--- src/rtl/afgc_pkg.sv ---
// Package for the audio filter and gain chain: shared types, register
// indexes, limits and the truncate-and-saturate helpers.
// No dependencies.
`default_nettype none

package afgc_pkg;

   // Filter modes as seen after decoding (unused codes decode to none)
   typedef enum logic [2:0] {
      MODE_NONE     = 3'd0,
      MODE_LOWPASS  = 3'd1,
      MODE_HIGHPASS = 3'd2,
      MODE_BANDPASS = 3'd3,
      MODE_GATE     = 3'd4
   } mode_type;

   // Configuration register indexes
   typedef enum logic [1:0] {
      CSR_MODE   = 2'd0,
      CSR_ALPHA  = 2'd1,
      CSR_THRESH = 2'd2,
      CSR_GAIN   = 2'd3
   } csr_index_type;

   localparam int CSR_DATA_W = 16;

   // Register limits and reset values
   localparam logic [16:0] ALPHA_ONE    = 17'd32768;
   localparam logic [13:0] THRESH_MAX   = 14'd10000;
   localparam logic [15:0] GAIN_MAX     = 16'd40960;
   localparam logic [15:0] ALPHA_RESET  = 16'd6554;
   localparam logic [13:0] THRESH_RESET = 14'd500;
   localparam logic [15:0] GAIN_RESET   = 16'd4096;

   // Fixed-point shifts
   localparam int ALPHA_SHIFT = 15;
   localparam int GAIN_SHIFT  = 12;

   // Divide-by-three as multiply by ceil(2^18 / 3), exact below 2^17
   localparam int RECIP3_SHIFT = 18;

   typedef logic signed [15:0] sample_type;
   typedef logic signed [17:0] mul_op_type;
   typedef logic signed [35:0] mul_prod_type;
   typedef logic signed [36:0] acc_type;

   localparam mul_op_type RECIP3 = 18'sd87382;

   // Effective configuration seen by the datapath
   typedef struct packed {
      mode_type    mode;
      logic [16:0] alpha;
      logic [13:0] threshold;
      logic [15:0] gain;
      logic        mode_wr;
   } cfg_type;

   // Sequencer states
   typedef enum logic [3:0] {
      ST_IDLE,
      ST_HP_MUL,
      ST_HP_DONE,
      ST_LP_MUL,
      ST_LP_DONE,
      ST_WIN,
      ST_AVG_MUL,
      ST_AVG_DONE,
      ST_GAIN_MUL,
      ST_OUT
   } seq_state_type;

   // Clamp to int16
   function automatic sample_type sat16(input acc_type v);
      sample_type r;
      if (v > 37'sd32767) begin
         r = 16'sh7FFF;
      end else if (v < -37'sd32768) begin
         r = 16'sh8000;
      end else begin
         r = v[15:0];
      end
      return r;
   endfunction

   // Divide by 2^sh truncating toward zero, then clamp to int16
   function automatic sample_type div_sat(input acc_type v, input int sh);
      acc_type bias;
      acc_type q;
      bias = (v < 0) ? ((acc_type'(1) <<< sh) - acc_type'(1)) : '0;
      q    = (v + bias) >>> sh;
      return sat16(q);
   endfunction

endpackage

`default_nettype wire

--- src/rtl/afgc_csr.sv ---
// Configuration registers of the filter chain, with clamping of
// out-of-range values and mode decoding. Depends on afgc_pkg.
`default_nettype none

module afgc_csr (
   input  wire                clock,
   input  wire                reset,
   input  wire                csr_wr_en,
   input  wire  [1:0]         csr_index,
   input  wire  [15:0]        csr_wdata,
   output afgc_pkg::cfg_type  cfg
);
   import afgc_pkg::*;

   logic [2:0]  mode_ff;
   logic [15:0] alpha_ff;
   logic [13:0] thresh_ff;
   logic [15:0] gain_ff;
   mode_type    mode_dec;

   // Register writes
   always_ff @(posedge clock) begin
      if (reset) begin
         mode_ff   <= 3'd0;
         alpha_ff  <= ALPHA_RESET;
         thresh_ff <= THRESH_RESET;
         gain_ff   <= GAIN_RESET;
      end else if (csr_wr_en) begin
         case (csr_index)
            CSR_MODE:   mode_ff   <= csr_wdata[2:0];
            CSR_ALPHA:  alpha_ff  <= csr_wdata;
            CSR_THRESH: thresh_ff <= csr_wdata[13:0];
            CSR_GAIN:   gain_ff   <= csr_wdata;
            default: ;
         endcase
      end
   end

   // Unused mode codes run as no filter
   always_comb begin
      case (mode_ff)
         MODE_LOWPASS:  mode_dec = MODE_LOWPASS;
         MODE_HIGHPASS: mode_dec = MODE_HIGHPASS;
         MODE_BANDPASS: mode_dec = MODE_BANDPASS;
         MODE_GATE:     mode_dec = MODE_GATE;
         default:       mode_dec = MODE_NONE;
      endcase
   end

   // Clamped values
   always_comb begin
      cfg.mode      = mode_dec;
      cfg.alpha     = ({1'b0, alpha_ff} > ALPHA_ONE) ? ALPHA_ONE : {1'b0, alpha_ff};
      cfg.threshold = (thresh_ff > THRESH_MAX) ? THRESH_MAX : thresh_ff;
      cfg.gain      = (gain_ff > GAIN_MAX) ? GAIN_MAX : gain_ff;
      cfg.mode_wr   = csr_wr_en && (csr_index == CSR_MODE);
   end

endmodule

`default_nettype wire

--- config.mk ---
export PLATFORM = sky130hd
export DESIGN_NAME = afgc_csr
export DESIGN_NICKNAME = d
export VERILOG_FILES = /design/src/rtl/afgc_pkg.sv /design/src/rtl/afgc_csr.sv
export SDC_FILE = /design/constraint.sdc
export NUM_CORES = 1
export LEC_CHECK = 0
export BUFFER_PORTS_ARGS = -buffer_cell sky130_fd_sc_hd__buf_2
export CORE_ASPECT_RATIO = 0.9
export CORE_MARGIN = 2
export CORE_UTILIZATION = 43
export DETAILED_ROUTE_END_ITERATION = 12
export PLACE_DENSITY = 0.68
export SLEW_MARGIN = 10
export SYNTH_ARGS = -nofsm -noshare
export SYNTH_HDL_FRONTEND = slang
export SYNTH_SLANG_ARGS = --single-unit
--- constraint.sdc ---
create_clock -name clock -period 1.6 [get_ports clock]
set_input_delay 0.32 -clock clock [delete_from_list [all_inputs] [get_ports clock]]
set_output_delay 0.32 -clock clock [all_outputs]
set_load 0.05 [all_outputs]
==> impl_results.md, run 1 <==
* # IOs at 72
* Synth Instances at approximately 290
* Worst Hold Class: primary input to register
* Critical Path End Type: output pin
* Skew-Pair Late Insertion Delay at 0.30 ns
* Die area at 0.00618 mm2
* WS Path Type: register to output pin
* Vias in the first global route at around 2,300
* Gr usage total at 0.237
* Final hold vios at 0
* Slew Viols, Final at 0
* DP Wirelength at ~4800 um
* Area Growth Syn to Fin at 64.2%
* Combinational Power Share at 0.226
* Pleak at 1.73 nW
* Cell Int Power at 2.17 mW
* Total clock buffers created by CTS at 5
* Flops & latches, synth at 49
* Most frequent cells in the layout: 93 x nand2_1, 51 x buf_4, 38 x buf_2
* Clock Pin Slew Worst Setup and Hold Paths at ~0.090 ns
* Area leader, netlist: dfxtp_1
* Placed cell count at 464
* CP Max Fanout at 6
* Initial antenna violation count at 0
* Die Y at about 75 um
* F_max at 499 MHz
* Worst vdd ir at 0.000654 V
* YS warnings at 0
* Sw Pwr at 0.862 mW
* Port Buffers at 70
* Placed cell area at 0.00328 mm2
* Power Dens Cells at 772 mW/mm2
* Final core utilization at 0.739
* Mapped Nets at 314
* Post-synth top area share at 0.410
* ANT cells at 0
* Layout cell share with drive strength beyond 1 at 0.534
* Clock network power share at 0.342
* Period minus WS final at 2.01 ns
* Via count at 2,453
* Setup Skew at 0 ns
* Synth unique cells at 38
* Cell area after synthesis at 0.00239 mm2
* First-pass GRT wire length at 11,100 um
* DR iter-0 viols at 140
* Tcrit/Tclk final at 1.25
* Max Root-Sink Buffers at 2
* Router iterations before antenna repair at 4
* Gpl congestion at 0.806
* Layout Nets at 434
* Final wirelength at 7080 um
* Row count at 25
* Largest net degree at the start of global routing at 50
* Starting Density at 0.450
* Startpoint types: register
* Setup TNS at -7.74 ns
* Reg power frac at 0.432
* Mean number of vias per cell at 5.10
* Req. time, crit path at 1.28 ns
* Share of the yosys chip area belonging to registers at 0.410
* Post-Place Setup Slack at -0.179 ns
* RSZ-0062 raised after global routing: true
* Sink Count at 49
* Pwr Total at 3.03 mW
* CTS tree: yes
* Arrival @ worst endpoint at 1.69 ns
* Failing checks: setup timing
* Hold-fix buffers, CTS at 0
* Root Buffer: clkbuf_8
* Most common cell after layout, fill and taps aside: nand2_1
* Max-cap violations at 0
* Routed Antenna Nets at 0
* Global route total overflow at 0
* Mapped Avg Cell Area at approximately 8.2 um2
* Final Non-Filler Cells at between 400 and 500
* Status: finished, violations left
* Die Wd at a little over 80 um
* Net Sw Frac at 0.284
* Core Box Area at 0.00532 mm2
* Top cells by area, synth: dfxtp_1 41%, nand2_1 15%, nor2b_1 5.5%
* DRC violations left at 0
* Worst hold slack at 0.264 ns
* Final instance area at around 0.0039 mm2
* H-tree depth at 2
* Final worst slack at -0.405 ns
* Post-DR wirelength/cell at 14.7 um
* Endpoints failing setup at 29
cells in the mapped netlist, drive strengths merged:
cell and count:
nand2 96, dfxtp 49, a21oi 33, nor2b 21, nand3b 16, buf 14
a21boi 12, nor2 8, clkbuf 7, nor4 6, and2 3, mux2i 3
nand2b 3, nor3b 3, and3b 2, nand3 2, nand4 2, nor3 2
o21ai 2, a21bo 1, a21o 1, a41oi 1, and3 1, conb 1
inv 1, o21a 1, o41ai 1, or2 1
cell families after synthesis:
logic type      count (synthesis)  share of synthesized area
simple gates                  166                      0.344
compound gates                 52                      0.163
flops                          49                      0.410
mux                             3                     0.0125
buf+inv                        22                     0.0690
other cells                     1                    0.00157
worst max-delay path, cell delays in order, from the launching register on:
cell,delay (ns)
dfxtp_2,0.34
nor4_4,0.29
nand4_1,0.20
buf_6,0.20
a21boi_2,0.16
buf_6,0.18
final cells by class:
| cell class | instances | area (um2) |
|---|---|---|
| well taps | 67 | 83.8 |
| multi-input cells | 222 | 1580 |
| clock inverters | 3 | 65.1 |
| flip-flops and latches | 49 | 1000 |
| clock buffers | 5 | 68.8 |
| repair buffers | 134 | 1130 |
| inverters | 1 | 3.75 |
| fillers | 409 | 1390 |
registers in the layout, summed over array words and instances, names as in the netlist:
name / flops
thresh_ff: 14
gain_ff: 16
mode_ff: 3
alpha_ff: 16
routing by layer:
layer	vias to the layer above	global-route usage	share of wire
met1	1162	0.311	0.43
met5	-	0	0
met3	11	0.0408	0.048
li1	1209	-	-
met2	71	0.402	0.51
met4	0	0.0710	0.016
worst paths after layout:
| check | slack, ns | end | cells past startpoint | start |
|---|---|---|---|---|
| setup / recovery | -0.41 | cfg[2] | 5 | gain_ff[6] |
| hold reg to reg | 0.50 | alpha_ff[10] | 2 | alpha_ff[10] |
| hold / removal | 0.26 | alpha_ff[10] | 3 | csr_wdata[10] |
| setup reg to reg | 0.67 | gain_ff[14] | 5 | gain_ff[14] |
timing repair:
item / CTS / global route
cloned: 1 / 0
gates resized for setup: 104 / 27
pin swaps: 27 / 10
buffers inserted: 6 / 3
endpoints found under the setup margin: 32 / 32
power by group through the flow:
stage | sequential [mW] | clock (mW) | combinational (mW)
finish | 1.31 | 1.04 | 0.686
global route | 1.32 | 1.10 | 0.727
CTS | 1.31 | 1.05 | 0.662
global placement | 1.33 | 0 | 0.585
detailed placement | 1.33 | 0 | 0.588
floorplan | 1.33 | 0 | 0.402
Power figures use the tool's default switching activity.
==> run 2, diff against run 1 <==
==> constraint.sdc (replaced) <==
create_clock -name clock -period 2.5 [get_ports clock]
set_input_delay 0.5 -clock clock [delete_from_list [all_inputs] [get_ports clock]]
set_output_delay 0.5 -clock clock [all_outputs]
set_load 0.05 [all_outputs]
==> run 2 against run 1 <==
  * The run now ends clean
  * Sequential power decreased by 36%
  * Sequential cell count did not move
  * Cell count down 12%
  * Worst hold slack better by 0.19 ns
  * First-iteration DRC count decreased by 19%
  * Largest cell class unchanged
==> impl_results.md, run 2 (synthesis results as in run 1) <==
* Status: completed
* Fillers at 535 (+31%)
* Biggest regs: alpha_ff x16, gain_ff x16, thresh_ff x14
* Critical Path End Type: output pin
* Post-DR wirelength/cell at 13.6 um (-7.6%)
* Slew at the pin with the worst max-slew slack at ~0.63 ns
* Global route total overflow at 0 (unchanged)
* Skew-Pair Late Insertion Delay at 0.30 ns (about the same)
* Worst Hold Class: primary input to register
* Most frequent cells in the layout: 93 x nand2_1, 70 x buf_2, 49 x dfxtp_1
* Reg2reg path depth at 3 (-2)
* Max-cap violations at 0 (unchanged)
* Gpl congestion at 0.802 (-0.48%)
* Global routing's busiest layer: met2
* Tcrit/Tclk final at 0.920
* Mean number of vias per cell at 5.06 (-0.75%)
* Post-Place Setup Slack at 0.406 ns (+0.585 ns)
* # IOs at 72 (unchanged)
* Total clock buffers created by CTS at 5 (unchanged)
* Hold-fix buffers, CTS at 0 (unchanged)
* Power Dens Cells at 578 mW/mm2 (-25%)
* Req. time, crit path at 2.00 ns (+0.72 ns)
* DP Wirelength at 4270 um (-11%)
* Final worst slack at 0.199 ns (+0.605 ns)
* Worst hold slack at 0.455 ns (+0.191 ns)
* Port Buffers at 70 (unchanged)
* Vias in the first global route at 1,882 (-19%)
* Final hold vios at 0 (unchanged)
* Die Y at 74.8 um (unchanged)
* Rel. slew slack at 0.579
* CP Max Fanout at 4 (-2)
* Starting Density at 0.450 (unchanged)
* Clock Pin Slew Worst Setup and Hold Paths at 0.08 ns (about the same)
* Endpoints failing setup at 0 (-100%)
* Gr usage total at 0.192 (-0.0449)
* H-tree depth at 2 (unchanged)
* WS Path Type: register to output pin
* Sink Count at 49 (unchanged)
* Die Wd at 82.7 um (unchanged)
* Setup TNS at 0 ns (+7.74 ns)
* CTS tree: yes
* Area Growth Syn to Fin at 16.9%
* Met3 Use GR at 0.0516 (+0.0108)
* Arrival @ worst endpoint at 1.80 ns (+0.11 ns)
* Layout Nets at 376 (-13%)
* Core Box Area at 0.00532 mm2 (unchanged)
* Min-Delay Path Depth at 3 (unchanged)
* RSZ-0062 raised after global routing: false
* F_max at 435 MHz
* Final core utilization at 0.526 (-0.213)
* Pleak at 1.22 nW (-30%)
* ANT cells at 0 (unchanged)
* Via count at 2,136 (-13%)
* Die area at 0.00618 mm2 (unchanged)
* Routed Antenna Nets at 0 (unchanged)
* DR iter-0 viols at 114 (-19%)
* DRC violations left at 0 (unchanged)
* Setup Skew at 0 ns (unchanged)
* Largest net degree at the start of global routing at 26 (-48%)
* Startpoint types: register
* Met2 Track Usage GR at 0.285 (-0.117)
* Layout cell share with drive strength beyond 1 at 0.313 (-0.221)
* M1 GR Usage at 0.273 (-0.0378)
* Pwr Total at 1.62 mW (-47%)
* Row count at 25 (unchanged)
* Router iterations before antenna repair at 4 (unchanged)
* Final wirelength at 5740 um (-19%)
* Initial antenna violation count at 0 (unchanged)
* Root Buffer: clkbuf_8
* Slew Viols, Final at 0 (unchanged)
* Worst vdd ir at 0.000337 V (-48%)
* Most common cell after layout, fill and taps aside: nand2_1
* Period minus WS final at 2.30 ns
* First-pass GRT wire length at 8970 um (-19%)
* Max Root-Sink Buffers at 2 (unchanged)
-- run 2: cell count changes in the layout (fill, tap and decap cells not counted), moves of 7 or more --
cell | before | now
dfxtp_2 | 15 | 0
buf_4 | 51 | 6
dfxtp_1 | 33 | 49
buf_6 | 35 | 0
nor2b_1 | 13 | 21
nor2b_4 | 8 | 0
a21boi_4 | 7 | 0
buf_2 | 38 | 70
buf_8 | 8 | 0
-- run 2: cell type report --
| class | instances | area [um2] | area share |
|---|---|---|---|
| multi-input combinational | 222 | 1250 | 0.446 |
| sequential | 49 | 981 | 0.350 |
| timing repair buffer | 76 | 395 | 0.141 |
| clock buffer | 7 | 86.3 | 0.0308 |
| tap | 67 | 83.8 | 0.0300 |
| inverter | 1 | 3.75 | 0.00134 |
-- run 2: through the flow --
step / area (um2) / cells
6_report: 2800 / 422
5_1_grt: 2800 / 422
4_1_cts: 2780 / 420
3_5_place_dp: 2700 / 413
3_3_place_gp: 2700 / 413
2_1_floorplan: 2390 / 293
-- run 2: critical path, cell delays in order, from the launching register on --
cell and delay (ns):
dfxtp_1 0.33, nor4_1 0.32, nand4_1 0.19, buf_4 0.20, a21boi_0 0.17, buf_2 0.29
-- run 2: worst paths after layout --
kind	slack, ns	start	endpoint
hold / removal	0.45	csr_wdata[3]	alpha_ff[3]
hold reg to reg	0.47	alpha_ff[6]	alpha_ff[6]
setup / recovery	0.20	gain_ff[0]	cfg[1]
setup reg to reg	1.74	alpha_ff[15]	alpha_ff[15]
-- run 2: power by group --
group | switching, mW | total [mW] | internal (mW)
Sequential | 0.0248 | 0.835 | 0.810
Combinational | 0.224 | 0.310 | 0.0865
Clock | 0.252 | 0.472 | 0.220
Total | 0.500 | 1.62 | 1.12
-- run 2: what timing repair did --
action                                  CTS  global route
buffers inserted                          0             2
endpoints found under the setup margin    0             9
hold endpoints to repair                  0             0
gates resized for setup                   0             0
-- run 2: per-layer routing --
metal | vias up | routed length (um)
met5 | - | 0
met4 | 0 | 92
met3 | 9 | 353
met2 | 61 | 2420
met1 | 980 | 2880
li1 | 1086 | -
