[src/rtl/afgc_pkg.sv]
// Package for the audio filter and gain chain: shared types, register
// indexes, limits and the truncate-and-saturate helpers.
// No dependencies.
`default_nettype none

package afgc_pkg;

   // Filter modes as seen after decoding (unused codes decode to none)
   typedef enum logic [2:0] {
      MODE_NONE     = 3'd0,
      MODE_LOWPASS  = 3'd1,
      MODE_HIGHPASS = 3'd2,
      MODE_BANDPASS = 3'd3,
      MODE_GATE     = 3'd4
   } mode_type;

   // Configuration register indexes
   typedef enum logic [1:0] {
      CSR_MODE   = 2'd0,
      CSR_ALPHA  = 2'd1,
      CSR_THRESH = 2'd2,
      CSR_GAIN   = 2'd3
   } csr_index_type;

   localparam int CSR_DATA_W = 16;

   // Register limits and reset values
   localparam logic [16:0] ALPHA_ONE    = 17'd32768;
   localparam logic [13:0] THRESH_MAX   = 14'd10000;
   localparam logic [15:0] GAIN_MAX     = 16'd40960;
   localparam logic [15:0] ALPHA_RESET  = 16'd6554;
   localparam logic [13:0] THRESH_RESET = 14'd500;
   localparam logic [15:0] GAIN_RESET   = 16'd4096;

   // Fixed-point shifts
   localparam int ALPHA_SHIFT = 15;
   localparam int GAIN_SHIFT  = 12;

   // Divide-by-three as multiply by ceil(2^18 / 3), exact below 2^17
   localparam int RECIP3_SHIFT = 18;

   typedef logic signed [15:0] sample_type;
   typedef logic signed [17:0] mul_op_type;
   typedef logic signed [35:0] mul_prod_type;
   typedef logic signed [36:0] acc_type;

   localparam mul_op_type RECIP3 = 18'sd87382;

   // Effective configuration seen by the datapath
   typedef struct packed {
      mode_type    mode;
      logic [16:0] alpha;
      logic [13:0] threshold;
      logic [15:0] gain;
      logic        mode_wr;
   } cfg_type;

   // Sequencer states
   typedef enum logic [3:0] {
      ST_IDLE,
      ST_HP_MUL,
      ST_HP_DONE,
      ST_LP_MUL,
      ST_LP_DONE,
      ST_WIN,
      ST_AVG_MUL,
      ST_AVG_DONE,
      ST_GAIN_MUL,
      ST_OUT
   } seq_state_type;

   // Clamp to int16
   function automatic sample_type sat16(input acc_type v);
      sample_type r;
      if (v > 37'sd32767) begin
         r = 16'sh7FFF;
      end else if (v < -37'sd32768) begin
         r = 16'sh8000;
      end else begin
         r = v[15:0];
      end
      return r;
   endfunction

   // Divide by 2^sh truncating toward zero, then clamp to int16
   function automatic sample_type div_sat(input acc_type v, input int sh);
      acc_type bias;
      acc_type q;
      bias = (v < 0) ? ((acc_type'(1) <<< sh) - acc_type'(1)) : '0;
      q    = (v + bias) >>> sh;
      return sat16(q);
   endfunction

endpackage

`default_nettype wire

[src/rtl/afgc_mul.sv]
// Shared signed 18x18 multiplier with a registered product.
// Depends on afgc_pkg for operand and product types.
`default_nettype none

module afgc_mul (
   input  wire                    clock,
   input  wire                    mul_start,
   input  afgc_pkg::mul_op_type   mul_a,
   input  afgc_pkg::mul_op_type   mul_b,
   output afgc_pkg::mul_prod_type mul_prod
);
   import afgc_pkg::*;

   mul_prod_type prod_ff;

   // Product holds until the next start
   always_ff @(posedge clock) begin
      if (mul_start) begin
         prod_ff <= mul_a * mul_b;
      end
   end

   assign mul_prod = prod_ff;

endmodule

`default_nettype wire

[config.mk]
export PLATFORM = sky130hd
export DESIGN_NAME = afgc_mul
export DESIGN_NICKNAME = d
export VERILOG_FILES = /design/src/rtl/afgc_pkg.sv /design/src/rtl/afgc_mul.sv
export SDC_FILE = /design/constraint.sdc
export NUM_CORES = 1
export LEC_CHECK = 0
export ABC_AREA = 0
export BUFFER_PORTS_ARGS = -buffer_cell sky130_fd_sc_hd__buf_4
export CORE_MARGIN = 2
export CORE_UTILIZATION = 25
export DETAILED_ROUTE_END_ITERATION = 16
export PLACE_DENSITY_LB_ADDON = 0.08
export SLEW_MARGIN = 10
export SYNTH_ARGS = -nofsm -noshare
export SYNTH_HDL_FRONTEND = slang
export SYNTH_SLANG_ARGS = --single-unit
[constraint.sdc]
create_clock -name clock -period 8 [get_ports clock]
set_clock_uncertainty 0.2 [all_clocks]
set_input_delay 1.2 -clock clock [delete_from_list [all_inputs] [get_ports clock]]
set_output_delay 1.2 -clock clock [all_outputs]
set_load 0.01 [all_outputs]
==> run summary, run 1 <==
Category of the worst setup path capture point: a flip-flop. The share of flip-flops with an asynchronous set or reset was 0%; the die area was 0.05496 mm^2. The synthesized net count is 1,838, and the final worst-path cycle share is 93.42%. Yosys attributes the largest share of cell area to sky130_fd_sc_hd__fa_1, sky130_fd_sc_hd__inv_1, sky130_fd_sc_hd__ha_1. The core outline area is 0.05255 mm^2. The number of global-route vias before repair was 10,380; the number of hold violations in the final report was 0. Walking the worst path, the cells encountered are buf_4, and2_1, fa_1, inv_1, fa_1, fa_1, inv_1, fa_1, fa_1, inv_1, fa_1, inv_1, ha_1, nand4_1, a2111oi_0, o211ai_1, o211ai_1, o41ai_1, buf_4, o2111ai_1, a21oi_1, xnor2_1.

Using the TritonRoute via totals, the vias-per-cell ratio works out to 4.251. The first global-routing pass estimated 59,770 um of wire. After the last flow step, the layout net total stands at 1,882. For this block, the routed nets add up to 37,570 um of wire.

The HPWL reported at the end of detailed placement came out at 31,740 um. The cell seen most often among critical-path stages was sky130_fd_sc_hd__fa_1. For the worst setup path, the data required time is 7840 ps.

In this run the tool buffered the top-level ports with 73 buffer cells. Synthesis produced 1,378 cells. The floorplan step set the die width to 234.4 um. STA classifies the critical path startpoint as an input port.

The flow ran to the end, and the final reports show no timing, DRC or antenna violations. The global-route total usage across every layer is 14.50%. Of the cells placed in the final design, the portion with a size suffix greater than 1 is 7.098%. After global routing the overflow that remains totals 0.

Routability-driven placement finished with a final weighted congestion of 0.7698. For this run, the slowest stage of the critical path takes 760 ps. Setup violations remaining at the end of the flow were counted as 0. TritonCTS built the clock tree. The critical-path cell with the highest stage delay was sky130_fd_sc_hd__a2111oi_0. Buffers inserted during clock tree synthesis total 5. Number of inserted filler cells in the final layout: 5,713. The footprint of the multi-input gates is 0.01064 mm^2, and the area growth from synthesis to layout is 11.13%. The shortest clock period the worst path allows after layout is 7474 ps, and the buffers inserted during post-CTS setup optimization is 0. The arrival time of the worst setup path is 7310 ps, and the number of synthesis warnings is 0. The number of detailed-route iterations in the first pass is 4.

For this block, the via count after detailed routing is 8,978. The slew at the pin with the worst max-slew slack came out at 820.9 ps. The run gives 2,103 as the cell count after placement. The leading register cell type out of synthesis was sky130_fd_sc_hd__edfxtp_1. The hold buffer count at CTS was 0; the starting DRC count in detailed routing was 351.

The average footprint of a synthesized cell is 9.633 um^2, and the total standard cell area after synthesis is 0.01327 mm^2. Setup repair after global routing left no endpoint under its margin. The number of flip-flops in the largest register is 36, and the wire length per cell after detailed routing is 17.79 um. Entering global routing, the biggest net connects 37 pins. Row generation in the floorplan step produced 84 rows.

The logs give 8.144% for the fraction of the yosys area taken by sequential cells and 2 for the maximum root-to-sink buffer count. For this run, design rule violations remaining after detail routing come to 0. The finished cells cover 0.01475 mm^2.

Max-cap violations in this run came to 0. The number of antenna violations at the first check in global routing came out at 1. Together, buffers and inverters on the worst path number 6.

Synthesis inferred 36 register bits. Yosys mapped a number of flops with a built-in enable equal to 36. Area share of the leading cell type in the synthesized netlist: 49.62%. The cell area after placement came out at 0.01458 mm^2.

The tools report the final standard cell count with taps included and fillers excluded as 2,112. For the setup TNS, the log shows 0 ps. In this run the vertical extent of the chip is 234.4 um. 74 I/O pins were placed.

The tools report the total of cells resized after clock tree synthesis as 0. Type of the most critical hold path: in2reg. Number of max-slew violations in the final report: 0.

The critical path is of the in2reg type. Synthesis instantiated 48 different standard cells from the library. The count of nets left with antenna violations once routing finished came out at 0. Summed over all instances, the cell type with the most area after synthesis is sky130_fd_sc_hd__fa_1. Of all nets on the critical path, the largest fanout is 18. The initial cell density of the core was 25.26%. The H-tree generated during clock tree synthesis spans 2 levels.

The clock transition at the registers of the reported paths came out at 60 ps. The number of clock sinks seen by CTS came out at 36. The highest achievable clock rate was 133.8 MHz. The cell sitting at the root of the clock tree is a sky130_fd_sc_hd__clkbuf_16.

Broken down by cell family, the worst path's largest delay share belongs to adder cells. The sequential standard cell area was 0.001081 mm^2. In this run the tightest slew margin relative to its limit is 43.86%.
-- logic make-up (layout without fill, tap and decap cells) --
| group | Yosys count | count (layout) | synth area share [%] |
|---|---|---|---|
| xor+xnor | 34 | 34 | 2.243 |
| buf+inv | 415 | 460 | 11.74 |
| other cells | 0 | 1 | 0 |
| mux | 2 | 2 | 0.1602 |
| compound gates | 82 | 82 | 4.355 |
| simple gates | 387 | 387 | 14.98 |
| fa+ha+maj | 422 | 422 | 58.38 |
| flops | 36 | 36 | 8.144 |
-- layer usage --
layer  global-route usage (%)  vias to the layer above  part of all wire (%)  routed length (um)
li1                         -                     4096                     -                   -
met1                    17.01                     4738                    39               14490
met2                    28.62                      114                    57               21560
met3                    1.260                       30                   2.1                 779
met4                    2.614                        0                   2.0                 747
met5                        0                        -                     0                   0
-- through the flow --
stage / utilization (%) / hold WS (ps) / setup WS (ps)
6_report: 28.07 / 1188 / 526.4
5_1_grt: 28.07 / 1209 / 40.15
4_1_cts: 28.07 / 1193 / 484.3
3_5_place_dp: 27.74 / 1413 / 174.9
3_3_place_gp: 27.74 / 1415 / 76.45
2_1_floorplan: - / 1113 / 435.5
-- area by class of cell --
| cell class | instances | area share, % |
|---|---|---|
| multi-input combinational | 927 | 72.10 |
| antenna | 1 | 0.01696 |
| sequential | 36 | 7.328 |
| inverter | 371 | 9.440 |
| timing repair buffer | 81 | 4.122 |
| tap | 688 | 5.835 |
| clock buffer | 5 | 0.8482 |
| clock inverter | 3 | 0.3138 |
-- Yosys cell counts, types with 2 or more instances --
| master | number |
|---|---|
| sky130_fd_sc_hd__nor3_1 | 5 |
| sky130_fd_sc_hd__o2111ai_1 | 2 |
| sky130_fd_sc_hd__xor2_1 | 2 |
| sky130_fd_sc_hd__or2_2 | 2 |
| sky130_fd_sc_hd__a21boi_0 | 3 |
| sky130_fd_sc_hd__and2_1 | 163 |
| sky130_fd_sc_hd__fa_1 | 329 |
| sky130_fd_sc_hd__o21ai_0 | 15 |
| sky130_fd_sc_hd__a21oi_2 | 2 |
| sky130_fd_sc_hd__nor2b_1 | 17 |
| sky130_fd_sc_hd__nand4_1 | 2 |
| sky130_fd_sc_hd__xnor2_1 | 32 |
| sky130_fd_sc_hd__a21o_1 | 8 |
| sky130_fd_sc_hd__a31oi_1 | 5 |
| sky130_fd_sc_hd__a211oi_1 | 2 |
| sky130_fd_sc_hd__nand2b_1 | 9 |
| sky130_fd_sc_hd__o21bai_1 | 5 |
| sky130_fd_sc_hd__clkbuf_1 | 44 |
| sky130_fd_sc_hd__nor2_1 | 18 |
| sky130_fd_sc_hd__a21oi_1 | 20 |
| sky130_fd_sc_hd__ha_1 | 93 |
| sky130_fd_sc_hd__nand3_1 | 6 |
| sky130_fd_sc_hd__nand2_1 | 157 |
| sky130_fd_sc_hd__a211o_1 | 3 |
| sky130_fd_sc_hd__edfxtp_1 | 36 |
| sky130_fd_sc_hd__and4_1 | 2 |
| sky130_fd_sc_hd__o211ai_1 | 5 |
| sky130_fd_sc_hd__inv_1 | 371 |
-- path summary, 6_finish.rpt --
check / from / endpoint / slack [ps] / cells after the start
setup / recovery: mul_a[16] / mul_prod[35] / 530 / 22
hold / removal: mul_start / mul_prod[34] / 1190 / 1
-- layout by cell type, fill, tap and decap left out, types with 3 or more instances in the layout --
cell | Yosys | routed
sky130_fd_sc_hd__nand2b_1 | 9 | 9
sky130_fd_sc_hd__nor2_1 | 18 | 18
sky130_fd_sc_hd__a31oi_1 | 5 | 5
sky130_fd_sc_hd__and2_1 | 163 | 163
sky130_fd_sc_hd__a21oi_1 | 20 | 20
sky130_fd_sc_hd__o21ai_0 | 15 | 15
sky130_fd_sc_hd__nor3_1 | 5 | 5
sky130_fd_sc_hd__o211ai_1 | 5 | 5
sky130_fd_sc_hd__edfxtp_1 | 36 | 36
sky130_fd_sc_hd__clkbuf_16 | 0 | 5
sky130_fd_sc_hd__buf_4 | 0 | 81
sky130_fd_sc_hd__nand2_1 | 157 | 157
sky130_fd_sc_hd__inv_1 | 371 | 371
sky130_fd_sc_hd__ha_1 | 93 | 93
sky130_fd_sc_hd__nor2b_1 | 17 | 17
sky130_fd_sc_hd__a211o_1 | 3 | 3
sky130_fd_sc_hd__fa_1 | 329 | 329
sky130_fd_sc_hd__xnor2_1 | 32 | 32
sky130_fd_sc_hd__a21boi_0 | 3 | 3
sky130_fd_sc_hd__o21bai_1 | 5 | 5
sky130_fd_sc_hd__a21o_1 | 8 | 8
sky130_fd_sc_hd__nand3_1 | 6 | 6
Power of run 1 is left out: the tool's default activity adds up to more than one toggle a clock period on the data nets, which glitch-free logic cannot reach.
==> run 2: changes to the inputs <==
Settings changed: CORE_UTILIZATION 25 to 50, PLACE_DENSITY set to 0.81, PLACE_DENSITY_LB_ADDON 0.08 to not set.
==> run 2 against run 1 <==
Compared with the run above: first-iteration DRC count is 78% higher; sequential share of layout area is 0.25 points higher; final cell count is 17% lower; critical path depth is 2 lower; sequential cell count stayed put.
==> run summary, run 2 (same netlist as run 1, synthesis figures left out) <==
The flow ran to the end, and the final reports show no timing, DRC or antenna violations. The wire length per cell after detailed routing is 16.95 um (-4.7%). The via total after detailed routing came out at 9,340 (+4.0%). Leaving out fill and tap cells, the most frequent cell in the layout is sky130_fd_sc_hd__inv_1. The number of hold violations in the final report was 0 (unchanged); the worst hold path cell count was 2 (+1).

Among the stages of the critical path, the cell type that occurs most often is sky130_fd_sc_hd__fa_1. The weighted congestion at the end of routability-driven global placement was 0.8903 (+16%); the clock transition at the registers of the reported paths was 60 ps (about the same). Final global-route overflow total: 0 (unchanged).

For the number of max-slew violations in the final report, the log shows 0 (unchanged). STA classifies the critical path startpoint as an input port. The die height came out at 166.9 um (-29%). TritonCTS built the clock tree.

The tools report the number of detailed-route iterations in the first pass as 5 (+1). The highest layer touched by signal routing is met4. Die width: 166.9 um (-29%).

The first-pass GRT wire length was 49,690 um (-17%); the hold buffer count at CTS was 0 (unchanged). The type of the most critical hold path was in2reg. The logs give 0 (unchanged) for the number of endpoints failing setup at the final stage and 74 (unchanged) for the number of top-level pins. The critical path's largest stage delay was 890 ps (+130 ps); the H-tree level count was 2 (unchanged). The number of global-route vias before repair was 10,330 (-0.53%).

The library cells used most frequently in the layout, excluding fill and tap cells, are sky130_fd_sc_hd__inv_1, sky130_fd_sc_hd__fa_1, sky130_fd_sc_hd__and2_1. The run gives 0 (unchanged) as the buffers inserted during post-CTS setup optimization. The signal on the critical path passes through buf_4, nand2_1, fa_1, inv_1, fa_1, fa_1, fa_1, fa_1, inv_1, fa_1, inv_1, ha_1, and3_1, and4_1, o211ai_1, o211ai_1, o41ai_1, o2111ai_1, a21oi_1, xnor2_1.

The share of post-route cells with drive strength above 1 was 6.901% (-0.20 points). The arrival time of the worst setup path was 7400 ps (+90 ps); the final core utilization was 54.71% (+27 points). The tools report the number of antenna violations at the first check in global routing as 0 (-1). Critical-path cell with the highest stage delay: sky130_fd_sc_hd__fa_1.

The detail-routed via count per cell was 5.322 (+25%). The total wirelength of the detailed-routed design was 29,740 um (-21%); the maximum root-to-sink buffer count was 2 (unchanged). The number of flip-flops in the largest register was 36 (unchanged). The path with the worst hold slack has its endpoint at mul_prod[0]. The slew at the pin with the worst max-slew slack came out at 630.9 ps (-190.0 ps). The final worst-path cycle share works out to 94.64% (+1.2 points). Final-stage net count: 1,879 (-0.16%). The worst setup path is captured at a flip-flop. For the global-route total usage across every layer, the log shows 22.32% (+7.8 points). The die area is 0.02787 mm^2 (-49%). The logs give 16,260 um (-25%) for the wire length on met2 and 0 ps (unchanged) for the setup TNS. The setup path with the least slack is of type in2reg. For the maximum number of pins on one net before global-route repair, the log shows 37 (unchanged). The DRC violation count after routing was 0 (unchanged).

The starting DRC count in detailed routing was 624 (+78%). The endpoint required time on the critical path was 7830 ps (about the same); the total of cells resized after clock tree synthesis was 0 (unchanged). The largest fanout of any net on the critical path is 18 (unchanged). The logs give 5 (unchanged) for the number of buffers inserted during clock tree synthesis and 50.94% (+26 points) for the initial cell density of the core. The tools report the sum of met3 wire segment lengths after detailed routing as 1628 um (+110%). The max-slew headroom at the worst pin is 57.39% (+14 points), and the total number of placement rows is 59 (-30%).

The count of port buffers added during placement works out to 73 (unchanged). The run gives 0.02606 mm^2 (-50%) as the core outline area. The tools report the diode insertion count for antenna repair as 0 (-1). The startpoint identified for the worst hold timing path is mul_a[0]. The remaining number of nets flagged by the antenna check after routing is 0 (unchanged).

Setup repair after global routing left no endpoint under its margin. The HPWL reported at the end of detailed placement was 25,060 um (-21%); the shortest clock period the worst path allows after layout was 7571 ps (+97.60 ps). The tools report the number of inserted filler cells in the final layout as 2,223 (-61%). The cell sitting at the root of the clock tree is a sky130_fd_sc_hd__clkbuf_16. The count of maximum capacitance violations was 0 (unchanged); the area growth from synthesis to layout was 7.409%. The highest achievable clock rate was 132.1 MHz (-1.3%). The logs give 36 (unchanged) for the number of clock sinks seen by CTS and 10,190 um (-30%) for the met1 layer wirelength in the final routing.
## run 2: how the worst max path moves through the flow
stage,cells past startpoint,slack (ps),from,end
floorplan,25,440,mul_a[17],mul_prod[35]
global placement,20,320,mul_b[3],mul_prod[35]
detailed placement,20,180,mul_b[3],mul_prod[35]
CTS,20,480,mul_b[3],mul_prod[35]
global route,20,150,mul_b[3],mul_prod[35]
finish,20,430,mul_b[3],mul_prod[35]
## run 2: per-layer routing
| layer | track usage (%) | up-vias |
|---|---|---|
| met1 | 26.26 | 4765 |
| met2 | 40.44 | 368 |
| met5 | 0 | - |
| met3 | 2.400 | 108 |
| li1 | - | 4099 |
| met4 | 11.36 | 0 |
## run 2: critical path: cells and delay by family
| kind | cells | cell delay (ps) |
|---|---|---|
| adders and majority gates | 7 | 3780 |
| AOI/OAI and AO/OA | 5 | 1250 |
| and+or+nand+nor | 3 | 630 |
| buffers and inverters | 4 | 440 |
| xor gates and xnor gates | 1 | 80 |
## run 2: final cells by class
cell class	count	area [um^2]	area share [%]
clock buffers	5	125.1	0.8776
repair buffers	78	585.6	4.107
well taps	335	419.2	2.940
multi-input cells	927	10640	74.59
clock inverters	3	18.77	0.1316
flip-flops and latches	36	1081	7.582
inverters	371	1393	9.767
## run 2: metrics by stage
step	std cells	hold WS, ps	setup slack [ps]	area, um^2
final	1755	1171	428.8	14260
after global routing	1755	1178	146.1	14260
after CTS	1755	1165	477.8	14260
after detailed placement	1747	1414	179.1	14110
after global placement	1747	1410	321.6	14110
after floorplan	1378	1113	435.5	13270
Power of run 2 is left out for the same reason.
